**src/rtl/ffb_pkg.sv**
```systemverilog
`default_nettype none
// -----------------------------------------------------------------------------
// ffb_pkg
// Shared constants and state type for the fragmenting frame builder.
// -----------------------------------------------------------------------------
package ffb_pkg;

   localparam int unsigned FRAGMENT_BYTES_DEF = 23;

   localparam logic [7:0] HEADER_BYTE       = 8'hFF;
   localparam logic [7:0] FOOTER_BYTE       = 8'h7E;
   localparam logic [7:0] PAD_BYTE          = 8'h00;
   localparam logic [7:0] OWN_ADDRESS_RESET = 8'h44;

   typedef enum logic [3:0] {
      ST_COLLECT,
      ST_HEADER,
      ST_CTRL1,
      ST_CTRL2,
      ST_DEST,
      ST_OWN,
      ST_LEN,
      ST_DATA,
      ST_PARITY,
      ST_PAD,
      ST_FOOTER
   } ffb_state_type;

endpackage : ffb_pkg
`default_nettype wire

```
**src/rtl/fragmenting_frame_builder_unit.sv**
```systemverilog
`default_nettype none
// -----------------------------------------------------------------------------
// fragmenting_frame_builder_unit
// Link-layer framer: cuts packets into fragments and emits one frame each.
// -----------------------------------------------------------------------------
// Usage:
//   req_* carries packet bytes; req_last_of_packet marks the final byte and
//   req_dest_address is sampled on the first byte of a packet. Each item is
//   written into the fragment store as it is accepted.
//   When a fragment fills (FRAGMENT_BYTES bytes) or the packet ends, the block
//   stalls the input and sends a frame on rsp_* of fill + 9 bytes, one byte
//   per cycle: header, two control bytes, destination, own address, length,
//   payload, parity, pad, footer (rsp_end_of_frame high on the footer).
//   Payload bytes stream from the store through its registered read port.
//   Throughput: one input byte per cycle while filling; the input stalls
//   while the single frame sequencer sends a frame. The first frame byte
//   is valid once the sequencer has reached ST_HEADER and loaded the header
//   into the output register. rsp_stall holds the output register and the
//   sequencer; the next item is taken while the footer still waits in the
//   output register. csr_wr_en writes own_address (reset value 0x44); the
//   user must write it only while the block is idle, which is not enforced.
//   Synchronous reset clears counters, sequence and the output valid.
// -----------------------------------------------------------------------------
module fragmenting_frame_builder_unit #(
   parameter int unsigned FRAGMENT_BYTES = ffb_pkg::FRAGMENT_BYTES_DEF
) (
   input  wire logic       clock,
   input  wire logic       reset,
   input  wire logic       req_valid,
   output logic            req_stall,
   input  wire logic [7:0] req_payload_byte,
   input  wire logic       req_last_of_packet,
   input  wire logic [7:0] req_dest_address,
   output logic            rsp_valid,
   input  wire logic       rsp_stall,
   output logic      [7:0] rsp_frame_byte,
   output logic            rsp_end_of_frame,
   input  wire logic       csr_wr_en,
   input  wire logic [7:0] csr_wr_data
);

   import ffb_pkg::*;

   localparam int unsigned AW = (FRAGMENT_BYTES > 1) ? $clog2(FRAGMENT_BYTES) : 1;
   localparam int unsigned CW = $clog2(FRAGMENT_BYTES + 1);

   logic [7:0]    own_address_ff;
   logic          mem_wr_en;
   logic [AW-1:0] mem_wr_addr;
   logic [7:0]    mem_wr_data;
   logic          mem_rd_en;
   logic [AW-1:0] mem_rd_addr;
   logic [7:0]    mem_rd_data;

   always_ff @(posedge clock) begin
      if (reset) begin
         own_address_ff <= OWN_ADDRESS_RESET;
      end else if (csr_wr_en) begin
         own_address_ff <= csr_wr_data;
      end
   end

   ffb_ctrl #(
      .FRAGMENT_BYTES (FRAGMENT_BYTES),
      .AW             (AW),
      .CW             (CW)
   ) u_ctrl (
      .clock              (clock),
      .reset              (reset),
      .req_valid          (req_valid),
      .req_stall          (req_stall),
      .req_payload_byte   (req_payload_byte),
      .req_last_of_packet (req_last_of_packet),
      .req_dest_address   (req_dest_address),
      .own_address        (own_address_ff),
      .rsp_valid          (rsp_valid),
      .rsp_stall          (rsp_stall),
      .rsp_frame_byte     (rsp_frame_byte),
      .rsp_end_of_frame   (rsp_end_of_frame),
      .mem_wr_en          (mem_wr_en),
      .mem_wr_addr        (mem_wr_addr),
      .mem_wr_data        (mem_wr_data),
      .mem_rd_en          (mem_rd_en),
      .mem_rd_addr        (mem_rd_addr),
      .mem_rd_data        (mem_rd_data)
   );

   ffb_store #(
      .DEPTH (FRAGMENT_BYTES),
      .AW    (AW)
   ) u_store (
      .clock   (clock),
      .wr_en   (mem_wr_en),
      .wr_addr (mem_wr_addr),
      .wr_data (mem_wr_data),
      .rd_en   (mem_rd_en),
      .rd_addr (mem_rd_addr),
      .rd_data (mem_rd_data)
   );

endmodule : fragmenting_frame_builder_unit
`default_nettype wire

```
**src/rtl/ffb_store.sv**
```systemverilog
`default_nettype none
// -----------------------------------------------------------------------------
// ffb_store
// Fragment byte store: one write port, one read port with registered data.
// -----------------------------------------------------------------------------
module ffb_store #(
   parameter int unsigned DEPTH = 23,
   parameter int unsigned AW    = 5
) (
   input  wire logic          clock,
   input  wire logic          wr_en,
   input  wire logic [AW-1:0] wr_addr,
   input  wire logic [7:0]    wr_data,
   input  wire logic          rd_en,
   input  wire logic [AW-1:0] rd_addr,
   output logic      [7:0]    rd_data
);

   logic [7:0] mem [DEPTH];
   logic [7:0] rd_data_ff;

   always_ff @(posedge clock) begin
      if (wr_en) begin
         mem[wr_addr] <= wr_data;
      end
      if (rd_en) begin
         rd_data_ff <= mem[rd_addr];
      end
   end

   assign rd_data = rd_data_ff;

endmodule : ffb_store
`default_nettype wire

```
**src/rtl/ffb_ctrl.sv**
```systemverilog
`default_nettype none
// -----------------------------------------------------------------------------
// ffb_ctrl
// Fragment fill control and frame sequencer with output register.
// -----------------------------------------------------------------------------
module ffb_ctrl #(
   parameter int unsigned FRAGMENT_BYTES = 23,
   parameter int unsigned AW             = 5,
   parameter int unsigned CW             = 5
) (
   input  wire logic          clock,
   input  wire logic          reset,
   input  wire logic          req_valid,
   output logic               req_stall,
   input  wire logic [7:0]    req_payload_byte,
   input  wire logic          req_last_of_packet,
   input  wire logic [7:0]    req_dest_address,
   input  wire logic [7:0]    own_address,
   output logic               rsp_valid,
   input  wire logic          rsp_stall,
   output logic      [7:0]    rsp_frame_byte,
   output logic               rsp_end_of_frame,
   output logic               mem_wr_en,
   output logic      [AW-1:0] mem_wr_addr,
   output logic      [7:0]    mem_wr_data,
   output logic               mem_rd_en,
   output logic      [AW-1:0] mem_rd_addr,
   input  wire logic [7:0]    mem_rd_data
);

   import ffb_pkg::*;

   localparam logic [CW-1:0] LAST_FILL = CW'(FRAGMENT_BYTES - 1);

   ffb_state_type state_ff, state_in;
   logic [CW-1:0] fill_ff, fill_in;
   logic [CW-1:0] idx_ff, idx_in;
   logic [3:0]    frag_ff, frag_in;
   logic [3:0]    seq_ff, seq_in;
   logic [7:0]    dest_ff, dest_in;
   logic          par_ff, par_in;
   logic          in_packet_ff, in_packet_in;
   logic          more_ff, more_in;
   logic          rsp_valid_ff, rsp_valid_in;
   logic [7:0]    rsp_byte_ff, rsp_byte_in;
   logic          rsp_eof_ff, rsp_eof_in;

   logic       accept;
   logic       load;
   logic [7:0] ctrl1;
   logic [7:0] ctrl2;
   logic       frame_parity;

   assign ctrl1 = {frag_ff, seq_ff};
   assign ctrl2 = {more_ff, 4'b0000, (dest_ff != 8'h00), 2'b00};
   assign frame_parity = (^HEADER_BYTE) ^ (^ctrl1) ^ (^ctrl2) ^ (^dest_ff)
                       ^ (^own_address) ^ (^8'(fill_ff)) ^ par_ff;

   assign req_stall = (state_ff != ST_COLLECT);
   assign accept    = req_valid && !req_stall;
   assign load      = !rsp_valid_ff || !rsp_stall;

   always_ff @(posedge clock) begin
      if (reset) begin
         state_ff     <= ST_COLLECT;
         fill_ff      <= '0;
         idx_ff       <= '0;
         frag_ff      <= '0;
         seq_ff       <= '0;
         dest_ff      <= '0;
         par_ff       <= 1'b0;
         in_packet_ff <= 1'b0;
         more_ff      <= 1'b0;
         rsp_valid_ff <= 1'b0;
      end else begin
         state_ff     <= state_in;
         fill_ff      <= fill_in;
         idx_ff       <= idx_in;
         frag_ff      <= frag_in;
         seq_ff       <= seq_in;
         dest_ff      <= dest_in;
         par_ff       <= par_in;
         in_packet_ff <= in_packet_in;
         more_ff      <= more_in;
         rsp_valid_ff <= rsp_valid_in;
      end
   end

   always_ff @(posedge clock) begin
      rsp_byte_ff <= rsp_byte_in;
      rsp_eof_ff  <= rsp_eof_in;
   end

   always_comb begin
      state_in     = state_ff;
      fill_in      = fill_ff;
      idx_in       = idx_ff;
      frag_in      = frag_ff;
      seq_in       = seq_ff;
      dest_in      = dest_ff;
      par_in       = par_ff;
      in_packet_in = in_packet_ff;
      more_in      = more_ff;
      rsp_valid_in = load ? 1'b0 : rsp_valid_ff;
      rsp_byte_in  = rsp_byte_ff;
      rsp_eof_in   = rsp_eof_ff;
      mem_wr_en    = 1'b0;
      mem_wr_addr  = fill_ff[AW-1:0];
      mem_wr_data  = req_payload_byte;
      mem_rd_en    = 1'b0;
      mem_rd_addr  = idx_ff[AW-1:0];

      unique case (state_ff)
         ST_COLLECT: begin
            if (accept) begin
               mem_wr_en    = 1'b1;
               if (!in_packet_ff) begin
                  dest_in = req_dest_address;
               end
               in_packet_in = 1'b1;
               fill_in      = fill_ff + 1'b1;
               par_in       = par_ff ^ (^req_payload_byte);
               if (req_last_of_packet) begin
                  more_in  = 1'b0;
                  state_in = ST_HEADER;
               end else if (fill_ff == LAST_FILL) begin
                  more_in  = 1'b1;
                  state_in = ST_HEADER;
               end
            end
         end
         ST_HEADER: begin
            if (load) begin
               rsp_valid_in = 1'b1;
               rsp_byte_in  = HEADER_BYTE;
               rsp_eof_in   = 1'b0;
               state_in     = ST_CTRL1;
            end
         end
         ST_CTRL1: begin
            if (load) begin
               rsp_valid_in = 1'b1;
               rsp_byte_in  = ctrl1;
               rsp_eof_in   = 1'b0;
               state_in     = ST_CTRL2;
            end
         end
         ST_CTRL2: begin
            if (load) begin
               rsp_valid_in = 1'b1;
               rsp_byte_in  = ctrl2;
               rsp_eof_in   = 1'b0;
               state_in     = ST_DEST;
            end
         end
         ST_DEST: begin
            if (load) begin
               rsp_valid_in = 1'b1;
               rsp_byte_in  = dest_ff;
               rsp_eof_in   = 1'b0;
               state_in     = ST_OWN;
            end
         end
         ST_OWN: begin
            if (load) begin
               rsp_valid_in = 1'b1;
               rsp_byte_in  = own_address;
               rsp_eof_in   = 1'b0;
               state_in     = ST_LEN;
            end
         end
         ST_LEN: begin
            if (load) begin
               rsp_valid_in = 1'b1;
               rsp_byte_in  = 8'(fill_ff);
               rsp_eof_in   = 1'b0;
               mem_rd_en    = 1'b1;
               mem_rd_addr  = '0;
               idx_in       = CW'(1);
               state_in     = ST_DATA;
            end
         end
         ST_DATA: begin
            if (load) begin
               rsp_valid_in = 1'b1;
               rsp_byte_in  = mem_rd_data;
               rsp_eof_in   = 1'b0;
               if (idx_ff == fill_ff) begin
                  state_in = ST_PARITY;
               end else begin
                  mem_rd_en = 1'b1;
                  idx_in    = idx_ff + 1'b1;
               end
            end
         end
         ST_PARITY: begin
            if (load) begin
               rsp_valid_in = 1'b1;
               rsp_byte_in  = {7'b0000000, frame_parity};
               rsp_eof_in   = 1'b0;
               state_in     = ST_PAD;
            end
         end
         ST_PAD: begin
            if (load) begin
               rsp_valid_in = 1'b1;
               rsp_byte_in  = PAD_BYTE;
               rsp_eof_in   = 1'b0;
               state_in     = ST_FOOTER;
            end
         end
         ST_FOOTER: begin
            if (load) begin
               rsp_valid_in = 1'b1;
               rsp_byte_in  = FOOTER_BYTE;
               rsp_eof_in   = 1'b1;
               fill_in      = '0;
               par_in       = 1'b0;
               if (more_ff) begin
                  frag_in = frag_ff + 1'b1;
               end else begin
                  frag_in      = '0;
                  seq_in       = seq_ff + 1'b1;
                  in_packet_in = 1'b0;
               end
               state_in = ST_COLLECT;
            end
         end
         default: begin
            state_in = ST_COLLECT;
         end
      endcase
   end

   assign rsp_valid        = rsp_valid_ff;
   assign rsp_frame_byte   = rsp_byte_ff;
   assign rsp_end_of_frame = rsp_eof_ff;

endmodule : ffb_ctrl
`default_nettype wire
```
**config.mk**
```make
export PLATFORM = sky130hd
export DESIGN_NAME = fragmenting_frame_builder_unit
export DESIGN_NICKNAME = d
export VERILOG_FILES = /design/src/rtl/ffb_pkg.sv /design/src/rtl/fragmenting_frame_builder_unit.sv /design/src/rtl/ffb_store.sv /design/src/rtl/ffb_ctrl.sv
export SDC_FILE = /design/constraint.sdc
export NUM_CORES = 1
export LEC_CHECK = 0
export ABC_AREA = 1
export BUFFER_PORTS_ARGS = -buffer_cell sky130_fd_sc_hd__buf_2
export CAP_MARGIN = 30
export CORE_MARGIN = 2
export CORE_UTILIZATION = 40
export DETAILED_ROUTE_END_ITERATION = 8
export PLACE_DENSITY_LB_ADDON = 0.1
export REMOVE_ABC_BUFFERS = 1
export SYNTH_ARGS = -nofsm -noshare
export SYNTH_HDL_FRONTEND = slang
export SYNTH_HIERARCHICAL = 1
export SYNTH_SLANG_ARGS = --single-unit
```
**constraint.sdc**
```tcl
create_clock -name clock -period 5.05 [get_ports clock]
set_input_delay 0.7575 -clock clock [delete_from_list [all_inputs] [get_ports clock]]
set_output_delay 0.7575 -clock clock [all_outputs]
set_load 0.1 [all_outputs]
```
==> flow_summary.json, run 1 <==
{
  "yosysWarnings": 6,
  "most-common-layout-cells": "375 x nand2_1, 201 x edfxtp_1, 154 x nand3_1, 75 x nor2_1, 74 x inv_1",
  "synthCells": 1156,
  "grtUsageTotal_pct": 20.2,
  "ctsLongestPathBuffers": 3,
  "finalCoreUtilization_pct": 45.2,
  "grt_start_max_net_pins": 89,
  "setup_viol_count_final": 0,
  "fp.dieArea_um2": 29500,
  "synth_top_family_by_area": "simple AND/OR/NAND/NOR gates",
  "slew_headroom_pct": 38.1,
  "worstReg2RegEnd": "u_store/rd_data[5]",
  "finalWeightedCongestion": 0.836,
  "final-hold-violation-count": 0,
  "tritoncts": "built",
  "r2r_setup_slack_ns": 1.99,
  "synth.avg_cell_area_um2": 9.74,
  "drt_pre_antenna_iters": 5,
  "grt_antenna_before_repair": 0,
  "placed_cells": 1531,
  "maximum_level_of_the_cts_h_tree": 1,
  "global_route.overflow_total": 0,
  "num_vias": 7954,
  "final_layout_size_suffix_gt1_share_pct": 11.2,
  "postCtsResizedCells": 0,
  "min_delay_path_depth": 3,
  "synth_compound_gate_area_share_pct": 4.82,
  "muxShareOfSynthArea_pct": 0,
  "routed_wl_mm": 28.5,
  "vdd_ir_drop_max_v": 0.000258,
  "synth_cell_type_count": 42,
  "tightestPinTransition_ns": 0.924,
  "min_delay_worst_type": "in -> reg",
  "synthAdderAreaFrac_pct": 1.22,
  "portBuffers": 40,
  "area_growth_pct": 11.6,
  "worst_setup_path_end_kind": "register",
  "layout_commonest_cell": "nand2_1",
  "numCtsBuffers": 28,
  "starting_density_pct": 40.5,
  "dpl-instance-area_um2": 11700,
  "layout.cell_area.non_filler_um2": 12600,
  "place_hpwl_mm": 18.4,
  "antenna_cells_inserted": 0,
  "drv_slew": 0,
  "drtIter0Drc": 649,
  "clock_latency_ns": 0.54,
  "worstHoldEndpoint": "own_address_ff[6]",
  "power.density_cell_area_nw_per_um2": 474,
  "finalCritPeriodShare_pct": 60.6,
  "grt_pass1_wl_mm": 45.3,
  "final_nets": 1224,
  "worstReg2RegStart": "u_ctrl/state_ff[0]",
  "avgRoutedWirePerCell_um": 18.0,
  "cts_hold_buf": 0,
  "die_span_y_um": 172,
  "criticalPathCategory": "reg -> reg",
  "final_cells": 1582,
  "ant_nets": 0,
  "critPathRequiredTime_ns": 5.35,
  "power.leakage_nw": 4.81,
  "synth.yosys.seq_area_share_pct": 61.1,
  "fin_skew_ns": 0.0144,
  "core_um2": 27800,
  "post-cts-setup-buffer-count": 0,
  "min-delay-start": "csr_wr_data[6]",
  "max-cap-violations": 0,
  "drt_drc_violations_left": 0,
  "width_of_the_die_um": 172,
  "ys_seq_elements": 243,
  "clk_root_buffer_cell": "clkbuf_16",
  "post_synth_and_or_nand_nor_area_fraction_pct": 24.8,
  "multi_input_comb_area_um2": 3700,
  "worstRegToRegCells": 15,
  "worst_setup_path_start_kind": "register",
  "clock-sinks": 243,
  "total_standard_cell_area_after_synthesis_um2": 11300,
  "post_synth_xor_area_fraction_pct": 1.87,
  "detail_route.vias_per_cell": 5.03,
  "outcome": "finished clean",
  "path_clk_slew_ns": 0.06,
  "pin_count": 41,
  "maxClockFrequency_mhz": 327,
  "finalCriticalPeriod_ns": 3.06,
  "std_cell_rows": 61,
  "cp_data_arrival_time_ns": 3.36,
  "fillers": 2704,
  "worst-path-max-fanout": 48,
  "first_global_vias": 7769,
  "seqCellArea_um2": 6880,
  "rsz0062_at_grt": "false"
}
## synthesized netlist by cell type (all sizes together)
library cell,n,area [um2]
buf,46,344
ha,11,138
o2111a,1,11.3
clkinv,1,8.76
edfxtp,201,6040
nand2,392,1530
o21ai,41,216
a211oi,4,30.0
clkbuf,3,11.3
inv,86,335
a21oi,32,160
xor2,10,87.6
a31oi,1,12.5
a221oi,6,52.6
o211ai,1,12.5
xnor2,14,123
nor2,88,384
o22ai,2,12.5
nand4,3,18.8
dfxtp,42,841
o221ai,1,8.76
nor3,10,55.1
nand3,154,771
nor3b,3,32.5
o2111ai,3,26.3
## cell families after synthesis
kind of cell / Yosys count
buf+inv: 136
simple gates: 650
compound gates: 92
fa+ha+maj: 11
xor+xnor: 24
flops: 243
## routing by layer
layer,wire length (um),part of all wire [%],global-route usage (%)
met5,0,0,0
met4,580,2.0,5.01
met3,1230,4.3,3.15
met2,13500,47,34.2
met1,13200,46,27.1
## worst max path at each step
stage	startpoint	slack, ns	cells past startpoint	endpoint
floorplan	register	-1.15	13	u_store/rd_data[0]
global placement	rsp_stall	1.58	14	u_store/rd_data[5]
detailed placement	rsp_stall	1.54	14	u_store/rd_data[5]
CTS	u_ctrl/state_ff[1]	2.00	14	u_store/rd_data[5]
global route	u_ctrl/state_ff[1]	1.75	14	u_store/rd_data[5]
finish	u_ctrl/state_ff[0]	1.99	15	u_store/rd_data[5]
## state kept, by name, summed over array words and instances (netlist names), named ones only
signal                   count
u_ctrl/state_ff              4
u_ctrl/more_ff               1
u_store/mem                184
u_ctrl/dest_ff               8
u_ctrl/frag_ff               4
u_ctrl/rsp_frame_byte        8
own_address_ff               8
u_ctrl/rsp_end_of_frame      1
u_ctrl/seq_ff                4
u_ctrl/idx_ff                5
u_ctrl/in_packet_ff          1
u_store/rd_data              8
u_ctrl/par_ff                1
u_ctrl/mem_wr_addr           5
## stage by stage
step | worst slack [ns] | total power [mW] | TNS (ns) | hold slack [ns]
2_1_floorplan | -1.15 | 3.66 | -9.19 | 0.437
3_3_place_gp | 1.58 | 4.04 | 0 | 0.446
3_5_place_dp | 1.54 | 4.05 | 0 | 0.458
4_1_cts | 2.00 | 6.03 | 0 | 0.415
5_1_grt | 1.75 | 6.30 | 0 | 0.446
6_report | 1.99 | 5.96 | 0 | 0.440
## critical path, cell delays in order, from the launching register on
cell	delay [ns]
dfxtp_1	0.40
inv_2	0.13
nand2_4	0.09
nor2_4	0.20
inv_6	0.07
nor2_8	0.17
nor2_2	0.05
buf_4	0.25
inv_2	0.69
nand3_1	0.15
nand3_1	0.12
nand2_1	0.11
nand2_1	0.13
nand2_1	0.06
nand2_1	0.07
nand2_1	0.06
## where the power goes
part | leakage [nW] | switching, mW | internal [mW]
sequential | 2.16 | 0.0854 | 2.35
combinational | 2.22 | 1.18 | 0.389
clock | 0.436 | 0.794 | 1.16
total | 4.81 | 2.06 | 3.90
## area by class of cell
cell class | instances | share of cell area [%]
flip-flops and latches | 243 | 54.7
repair buffers | 46 | 2.27
clock buffers | 37 | 6.09
well taps | 378 | 3.76
inverters | 87 | 2.74
multi-input cells | 777 | 29.4
clock inverters | 14 | 0.996
No activity file was read; power rests on OpenSTA's default activity.
==> inputs of run 2 (changes only) <==
==> constraint.sdc (replaced) <==
create_clock -name clock -period 3 [get_ports clock]
set_input_delay 0.45 -clock clock [delete_from_list [all_inputs] [get_ports clock]]
set_output_delay 0.45 -clock clock [all_outputs]
set_load 0.1 [all_outputs]
==> run 2 against run 1 <==
Compared with the run above:
- flip-flop and latch count unchanged
- hold slack worse by 0.30 ns
- cell area increased by 1.4%
- clock power up 49%
==> flow_summary.json, run 2 (synthesized netlist as in run 1, its figures left out) <==
{
  "clock_latency_ns": 0.55,
  "fp.dieArea_um2": 29500,
  "vdd_ir_drop_max_v": 0.000462,
  "largest_reg_flops": 184,
  "placed_cells": 1571,
  "max-cap-violations": 0,
  "numCtsBuffers": 27,
  "maxClockFrequency_mhz": 406,
  "die_span_y_um": 172,
  "finalCriticalPeriod_ns": 2.47,
  "width_of_the_die_um": 172,
  "path_buf_inv": 3,
  "path_cells": "nand2_4 -> nor2_4 -> inv_6 -> nor2_8 -> nor2_2 -> inv_2 -> buf_12 -> nand3_1 -> nand3_1 -> nand2_1 -> nand2_1 -> nand2_1 -> nand2_1 -> nand2_1",
  "criticalPathCategory": "reg -> reg",
  "slew_headroom_pct": 52.1,
  "area_growth_pct": 13.2,
  "drv_slew": 0,
  "std_cell_rows": 61,
  "min_delay_worst_type": "in -> reg",
  "worst-path-max-fanout": 27,
  "dpl-instance-area_um2": 12000,
  "starting_density_pct": 40.5,
  "crit_path_most_repeated_cell": "nand2_1",
  "maximum_level_of_the_cts_h_tree": 1,
  "drtIter0Drc": 547,
  "final_layout_size_suffix_gt1_share_pct": 13.5,
  "grt_start_max_net_pins": 45,
  "grtUsageTotal_pct": 19.9,
  "path_clk_slew_ns": 0.05,
  "fin_skew_ns": 0.0245,
  "ctsLongestPathBuffers": 3,
  "routed_wl_mm": 28.8,
  "pin_count": 41,
  "postCtsResizedCells": 0,
  "critical_path.slowest_cell": "dfxtp_1",
  "final_cells": 1618,
  "portBuffers": 40,
  "clk_root_buffer_cell": "clkbuf_16",
  "outcome": "finished clean",
  "registers.top_by_ff_count": "u_store/mem",
  "antenna_cells_inserted": 0,
  "fin_worst_hold_slack_ns": 0.141,
  "finalCritPeriodShare_pct": 82.2,
  "final_nets": 1263,
  "clock-sinks": 243,
  "ant_nets": 0,
  "rsz0062_at_grt": "false",
  "drt_drc_violations_left": 0,
  "layout.cell_area.non_filler_um2": 12700,
  "finalWeightedCongestion": 0.830,
  "most-common-layout-cells": "375 x nand2_1, 201 x edfxtp_1, 154 x nand3_1, 75 x nor2_1, 74 x inv_1",
  "first_global_vias": 7844,
  "critPathTopFamily": "simple AND/OR/NAND/NOR gates",
  "num_vias": 8081,
  "grt_antenna_before_repair": 0,
  "core_um2": 27800,
  "place_hpwl_mm": 19.2,
  "setup_viol_count_final": 0,
  "worst_setup_path_end_kind": "register",
  "grt_pass1_wl_mm": 44.5,
  "power.density_cell_area_nw_per_um2": 763,
  "cpPeakStageDelay_ns": 0.48,
  "avgRoutedWirePerCell_um": 17.8,
  "global_route.overflow_total": 0,
  "cp_data_arrival_time_ns": 2.74,
  "drt_pre_antenna_iters": 5,
  "post-cts-setup-buffer-count": 0,
  "tightestPinTransition_ns": 0.716,
  "tritoncts": "built",
  "critPathRequiredTime_ns": 3.28,
  "detail_route.vias_per_cell": 4.99,
  "final_total_pwr_mw": 9.72,
  "power.leakage_nw": 4.96,
  "layout_commonest_cell": "nand2_1",
  "final-hold-violation-count": 0,
  "worst_setup_path_start_kind": "register",
  "cts_hold_buf": 0,
  "timing.setup.tns_ns": 0
}
[run 2: through the flow]
step | utilization [%] | setup slack, ns
6_report | 45.9 | 0.534
5_1_grt | 45.9 | 0.337
4_1_cts | 45.9 | 0.542
3_5_place_dp | 43.1 | 0.507
3_3_place_gp | 43.1 | 0.494
2_1_floorplan | - | -3.20
[run 2: layer usage]
metal  vias to the layer above  part of all wire, %  track usage [%]  routed length (um)
met4                         0                  3.0             6.36                 851
met3                        56                  4.2             2.83                1210
met1                      3840                   44             25.9               12800
met2                       172                   48             34.2               13900
met5                         -                    0                0                   0
li1                       4013                    -                -                   -
[run 2: power by group]
part           switching [mW]  internal (mW)
clock network            1.29           1.64
registers               0.153           3.95
logic                    1.99          0.692
total                    3.44           6.29
[run 2: worst min-delay path, stage by stage]
cell     delay [ns]
buf_2          0.08
nand2_1        0.04
nand3_1        0.06
[run 2: cell type report]
type | instances | area [um2]
clock buffer | 35 | 706
fill | 2724 | 15000
tap | 378 | 473
sequential | 243 | 6880
multi-input combinational | 777 | 3700
inverter | 87 | 344
clock inverter | 12 | 55.1
timing repair buffer | 86 | 596
[run 2: worst paths after layout]
| path | end | slack, ns | cells after the start | start |
|---|---|---|---|---|
| max | u_store/rd_data[0] | 0.53 | 14 | u_ctrl/state_ff[1] |
| min | own_address_ff[6] | 0.14 | 3 | csr_wr_data[6] |
| max reg2reg | u_store/rd_data[0] | 0.53 | 14 | u_ctrl/state_ff[1] |
| min reg2reg | u_ctrl/in_packet_ff | 0.47 | 2 | u_ctrl/in_packet_ff |
